**src/rtl/mtdt_pkg.sv**
```systemverilog
`timescale 1ns / 1ps
// types and constants shared by the deadline table cells and top level
// no dependencies

package mtdt_pkg;

    localparam int SLOT_IDX_W = 6;
    localparam int TIME_W     = 48;
    localparam int PERIOD_W   = 32;
    localparam int ID_W       = 16;

    localparam logic [1:0] OP_SET   = 2'd0;
    localparam logic [1:0] OP_CLEAR = 2'd1;
    localparam logic [1:0] OP_TIME  = 2'd2;

    localparam logic [1:0] ST_SET_OK  = 2'd0;
    localparam logic [1:0] ST_FULL    = 2'd1;
    localparam logic [1:0] ST_CLEARED = 2'd2;
    localparam logic [1:0] ST_FIRED   = 2'd3;

    typedef enum logic [1:0] {
        MODE_SET,
        MODE_CLEAR,
        MODE_TIME,
        MODE_NONE
    } mode_t;

    typedef enum logic [1:0] {
        CMD_NONE,
        CMD_SET,
        CMD_CLEAR,
        CMD_FIRE
    } cmd_op_t;

    typedef enum logic [2:0] {
        S_IDLE,
        S_SCAN,
        S_DECIDE,
        S_EMIT,
        S_FLUSH
    } state_t;

    typedef struct packed {
        mode_t               mode;
        logic [TIME_W-1:0]   now;
        logic [ID_W-1:0]     cid;
    } scan_t;

    typedef struct packed {
        cmd_op_t               op;
        logic [SLOT_IDX_W-1:0] idx;
        logic [ID_W-1:0]       id;
        logic [PERIOD_W-1:0]   period;
        logic [TIME_W-1:0]     deadline;
        logic                  rep;
    } cmd_t;

    typedef struct packed {
        logic                  found;
        logic [SLOT_IDX_W-1:0] idx;
        logic [TIME_W-1:0]     deadline;
        logic [ID_W-1:0]       id;
    } carry_t;

    function automatic logic [TIME_W-1:0] sat_add(input logic [TIME_W-1:0] a,
                                                  input logic [PERIOD_W-1:0] b);
        logic [TIME_W:0] s;
        s = {1'b0, a} + {{(TIME_W-PERIOD_W+1){1'b0}}, b};
        return s[TIME_W] ? {TIME_W{1'b1}} : s[TIME_W-1:0];
    endfunction

endpackage

```
**src/rtl/mtdt_cell.sv**
```systemverilog
`timescale 1ns / 1ps
// one timer slot of the deadline table plus one registered stage of the search chain
// depends on mtdt_pkg

module mtdt_cell #(
    parameter logic [5:0] IDX = 6'd0
) (
    input  logic             clk,
    input  logic             rst_n,
    input  mtdt_pkg::scan_t  scan,
    input  mtdt_pkg::cmd_t   cmd,
    input  mtdt_pkg::carry_t carry_in,
    output mtdt_pkg::carry_t carry_out
);

    logic                          valid_reg;
    logic [mtdt_pkg::ID_W-1:0]     id_reg;
    logic [mtdt_pkg::PERIOD_W-1:0] period_reg;
    logic [mtdt_pkg::TIME_W-1:0]   deadline_reg;
    logic                          rep_reg;
    mtdt_pkg::carry_t              carry_reg;
    mtdt_pkg::carry_t              carry_next;
    logic                          take;
    logic                          hit;

    always_comb
    begin
        case (scan.mode)
            mtdt_pkg::MODE_SET:   take = !carry_in.found && !valid_reg;
            mtdt_pkg::MODE_CLEAR: take = !carry_in.found && valid_reg && (id_reg == scan.cid);
            mtdt_pkg::MODE_TIME:  take = valid_reg && (deadline_reg <= scan.now) &&
                                         (!carry_in.found || (deadline_reg < carry_in.deadline));
            default:              take = 1'b0;
        endcase
    end

    always_comb
    begin
        carry_next = carry_in;
        if (take)
        begin
            carry_next.found    = 1'b1;
            carry_next.idx      = IDX;
            carry_next.deadline = deadline_reg;
            carry_next.id       = id_reg;
        end
    end

    assign hit = (cmd.idx == IDX);
    assign carry_out = carry_reg;

    always_ff @(posedge clk or negedge rst_n)
    begin
        if (!rst_n)
        begin
            valid_reg <= 1'b0;
            carry_reg <= '0;
        end
        else
        begin
            carry_reg <= carry_next;
            if (hit)
            begin
                case (cmd.op)
                    mtdt_pkg::CMD_SET:   valid_reg <= 1'b1;
                    mtdt_pkg::CMD_CLEAR: valid_reg <= 1'b0;
                    mtdt_pkg::CMD_FIRE:  valid_reg <= rep_reg;
                    default:             valid_reg <= valid_reg;
                endcase
            end
        end
    end

    always_ff @(posedge clk)
    begin
        if (hit && cmd.op == mtdt_pkg::CMD_SET)
        begin
            id_reg       <= cmd.id;
            period_reg   <= cmd.period;
            deadline_reg <= cmd.deadline;
            rep_reg      <= cmd.rep;
        end
        else if (hit && cmd.op == mtdt_pkg::CMD_FIRE && rep_reg)
        begin
            deadline_reg <= mtdt_pkg::sat_add(deadline_reg, period_reg);
        end
    end

endmodule

```
**config.mk**
```make
export PLATFORM = sky130hd
export DESIGN_NAME = mtdt_cell
export DESIGN_NICKNAME = d
export VERILOG_FILES = /design/src/rtl/mtdt_pkg.sv /design/src/rtl/mtdt_cell.sv
export SDC_FILE = /design/constraint.sdc
export NUM_CORES = 1
export LEC_CHECK = 0
export BUFFER_PORTS_ARGS = -buffer_cell sky130_fd_sc_hd__buf_2
export CAP_MARGIN = 5
export CORE_AREA = 2 2 157 159
export CTS_CLUSTER_DIAMETER = 100
export CTS_CLUSTER_SIZE = 12
export DETAILED_ROUTE_END_ITERATION = 6
export DIE_AREA = 0 0 159 161
export GPL_TIMING_DRIVEN = 1
export PLACE_DENSITY = 0.86
export SYNTH_ARGS = -nofsm -noshare
export SYNTH_HDL_FRONTEND = slang
export SYNTH_SLANG_ARGS = --single-unit
```
**constraint.sdc**
```tcl
create_clock -name clk -period 3.2 [get_ports clk]
set_input_delay 0.32 -clock clk [delete_from_list [all_inputs] [get_ports clk]]
set_output_delay 0.32 -clock clk [all_outputs]
set_load 0.01 [all_outputs]
```
==> impl_metrics.csv <==
group,metric,value,unit
synthesis,synth_edf_count,97,
sta,max_slew.worst_pin.slew,1030,ps
clock_network,cts_buffers,17,
final_layout,syn_to_final_growth,35.7,%
routing,drt-pass1-iter-count,7,
synthesis,synth_top_family_by_area,"adder cells",
power_and_ir_drop,p_comb_share,13.0,%
synthesis,seq_area_frac_synth,43.3,%
final_layout,largest_reg_flops,71,
clock_network,clk_latency,440,ps
clock_network,clk_pin_slew_worst_paths,80,ps
synthesis,ys.flop_type,"edfxtp_1",
synthesis,synthArstFlopShare,42.6,%
power_and_ir_drop,clkPwrFrac,40.6,%
clock_network,htreeDepth,4,
clock_network,cts_tree,"yes",
status,status,"finished, violations left",
power_and_ir_drop,pwr-share-seq,46.4,%
setup_path,cp_max_fo,13,
sta,fin_worst_skew,17.1,ps
grt,first_global_vias,10300,
power_and_ir_drop,internal-power,3.78,mW
final_layout,finalNetCount,1871,
synthesis,syn-cell-area,10900,sq um
clock_network,cts-root-buf,"clkbuf_16",
grt,track_usage,27.2,%
power_and_ir_drop,pwr_density_cell,348,nW/um^2
synthesis,syn_inst,1064,
floorplan,core,24000,sq um
setup_path,worstSetupPathType,"reg -> reg",
routing,drc,0,
setup_path,cp_data_required_time,3520,ps
hold_path,worstHoldEndpoint,"period_reg[28]$_DFFE_PP_",
placement,hpwlAfterDp,28000,um
hold_path,min_path_type,"in -> reg",
grt,overflow,0,
sta,drv_slew,0,
power_and_ir_drop,peakVddDrop,0.267,mV
setup_path,rr_startpoint,"deadline_reg[33]$_DFFE_PP_",
synthesis,yosys.area_share.adder,14.8,%
setup_path,r2r_end,"carry_out[22]$_DFF_PN0_",
floorplan,die_w,159,um
grt,antenna_found_initial,7,
power_and_ir_drop,swShare,26.5,%
synthesis,synth-xor-area-share,3.46,%
synthesis,ys_seq_elements,169,
power_and_ir_drop,leakagePower,7.01,nW
clock_network,clock_sinks,169,
clock_network,ctsHoldBuffers,0,
synthesis,avgSynthCellArea,10.2,sq um
power_and_ir_drop,switching_power,1.36,mW
setup_path,crit_path_start_kind,"flip-flop",
status,failed_checks,"negative setup slack",
setup_path,ff2ff_path_depth,12,
placement,port_buffers,314,
synthesis,synth_fp_nets,1436,
job,maxCapViolCount,0,
routing,vias,10100,
sta,rsz0062_at_grt,"true",
sta,fmax,0.312,GHz
setup_path,cp-end-kind,"flip-flop",
setup_path,cp.arrival,3530,ps
hold_path,hold_depth,1,
sta,final-setup-viol-count,7,
grt,grt_first_pass_wirelength,54300,um
setup_path,rrSetupSlack,-8,ps
clock_network,clockBufferDepth,2,
floorplan,dieArea,25600,sq um
sta,tns,-22.5,ps
sta,hold_slack,50.9,ps
routing,via_per_inst,5.49,
synthesis,synth-simple-area-share,11.6,%
floorplan,rows,57,
synthesis,synthMuxAreaShare,7.02,%
routing,drt_iter0_markers,933,
sta,period_share,100,%
final_layout,fin_util,61.7,%
placement,gp_congestion,0.916,
routing,wl_per_cell,19.7,um
routing,drt-total-wl,36300,um
floorplan,initial_core_util,45.5,%
sta,hold_viol,0,
floorplan,die_y,161,um
grt,grt_max_degree,73,
sta,slew_headroom,31.0,%
synthesis,synth_compound_area_share,14.4,%
synthesis,synth_cell_types,65,
sta,setup_ws,-7.75,ps
sta,post-route-min-period,3210,ps
synthesis,synth_warnings,0,
floorplan,ios,315,
final_layout,layout-drive-gt1-share,38.9,%
routing,ant_nets,0,
hold_path,min_from,"cmd[77]",
power by group through the flow:
stage          registers (mW)  clock network, mW  logic, mW
6_report                 2.38               2.09      0.669
3_5_place_dp             2.43                  0      0.625
2_1_floorplan            2.46                  0      0.246
3_3_place_gp             2.43                  0      0.604
5_1_grt                  2.39               2.21      0.729
4_1_cts                  2.38               2.11      0.631
metal layers:
| metal | wire [um] | global-route usage (%) | up-vias |
|---|---|---|---|
| li1 | - | - | 4735 |
| met1 | 14300 | 33.4 | 4814 |
| met2 | 18100 | 48.1 | 478 |
| met3 | 2460 | 4.78 | 86 |
| met4 | 1460 | 10.2 | 2 |
| met5 | 13 | 0 | - |
cell usage after synthesis (all sizes together) (22+ instances only):
cell type / n / share of area, %
nor2: 71 / 2.4
mux2: 59 / 6.1
o21ai: 40 / 1.9
ha: 127 / 15
nand3: 22 / 1.0
a21oi: 100 / 4.6
edfxtp: 97 / 27
a21o: 25 / 1.7
nand2: 74 / 2.5
dfrtp: 72 / 17
inv: 114 / 3.9
nand4: 25 / 1.5
xnor2: 27 / 2.2
logic make-up after synthesis:
group | after synthesis
and+or+nand+nor | 260
DFF | 169
xor gates and xnor gates | 43
muxes | 69
buffers and inverters | 146
AOI/OAI and AO/OA | 249
adders and majority gates | 128
timing repair:
action                                 CTS  global route
setup endpoints to repair              102           107
gates resized for setup                 15            48
setup buffers                            6            11
endpoints found under the hold margin    0             0
gates cloned                             0             5
pin swaps                                7             9
worst max path at each step:
stage	startpoint	end	slack, ps	cells after the start
floorplan	deadline_reg[33]$_DFFE_PP_	carry_out[10]$_DFF_PN0_	30	9
global placement	scan[61]	carry_out[15]$_DFF_PN0_	-210	13
detailed placement	scan[61]	carry_out[12]$_DFF_PN0_	-380	13
CTS	deadline_reg[7]$_DFFE_PP_	deadline_reg[30]$_DFFE_PP_	7	12
global route	deadline_reg[33]$_DFFE_PP_	carry_out[16]$_DFF_PN0_	-90	12
finish	deadline_reg[33]$_DFFE_PP_	carry_out[22]$_DFF_PN0_	-8	12
placed cells by master (no fill, tap or decap), types with 10 or more instances in the layout:
cell / n
mux2_2: 46
buf_2: 313
o21ai_0: 35
nand3_1: 22
xnor2_1: 27
edfxtp_1: 97
mux2i_1: 10
a21oi_1: 96
xor2_1: 16
clkbuf_16: 22
nand4_1: 24
ha_1: 121
a31oi_1: 12
inv_1: 113
nor2_1: 69
dfrtp_1: 72
buf_4: 121
a21o_1: 25
nor3_1: 13
nand2_1: 73
area by class of cell:
class	count	area [sq um]
multi-input combinational	749	5900
sequential	169	4710
fill	1934	9180
clock inverter	13	126
tap	324	405
clock buffer	19	454
inverter	114	428
antenna	6	15.0
timing repair buffer	448	2750
worst max-delay path: stages (launching register included):
cell	delay, ps
edfxtp_1	410
ha_1	370
nand4_4	120
nor4_2	270
buf_4	160
nand4_1	110
or4_4	450
and2_4	180
o31ai_4	240
buf_6	140
buf_12	130
buf_12	150
mux2_2	340
through the flow:
stage | instance area (sq um) | std cells | worst slack [ps] | power [mW]
2_1_floorplan | 10900 | 1064 | 30.0 | 2.71
3_3_place_gp | 13600 | 1783 | -210 | 3.04
3_5_place_dp | 13600 | 1783 | -382 | 3.06
4_1_cts | 14300 | 1821 | 7.10 | 5.13
5_1_grt | 14800 | 1842 | -91.5 | 5.33
6_report | 14800 | 1842 | -7.75 | 5.14
Power figures use the tool's default switching activity.
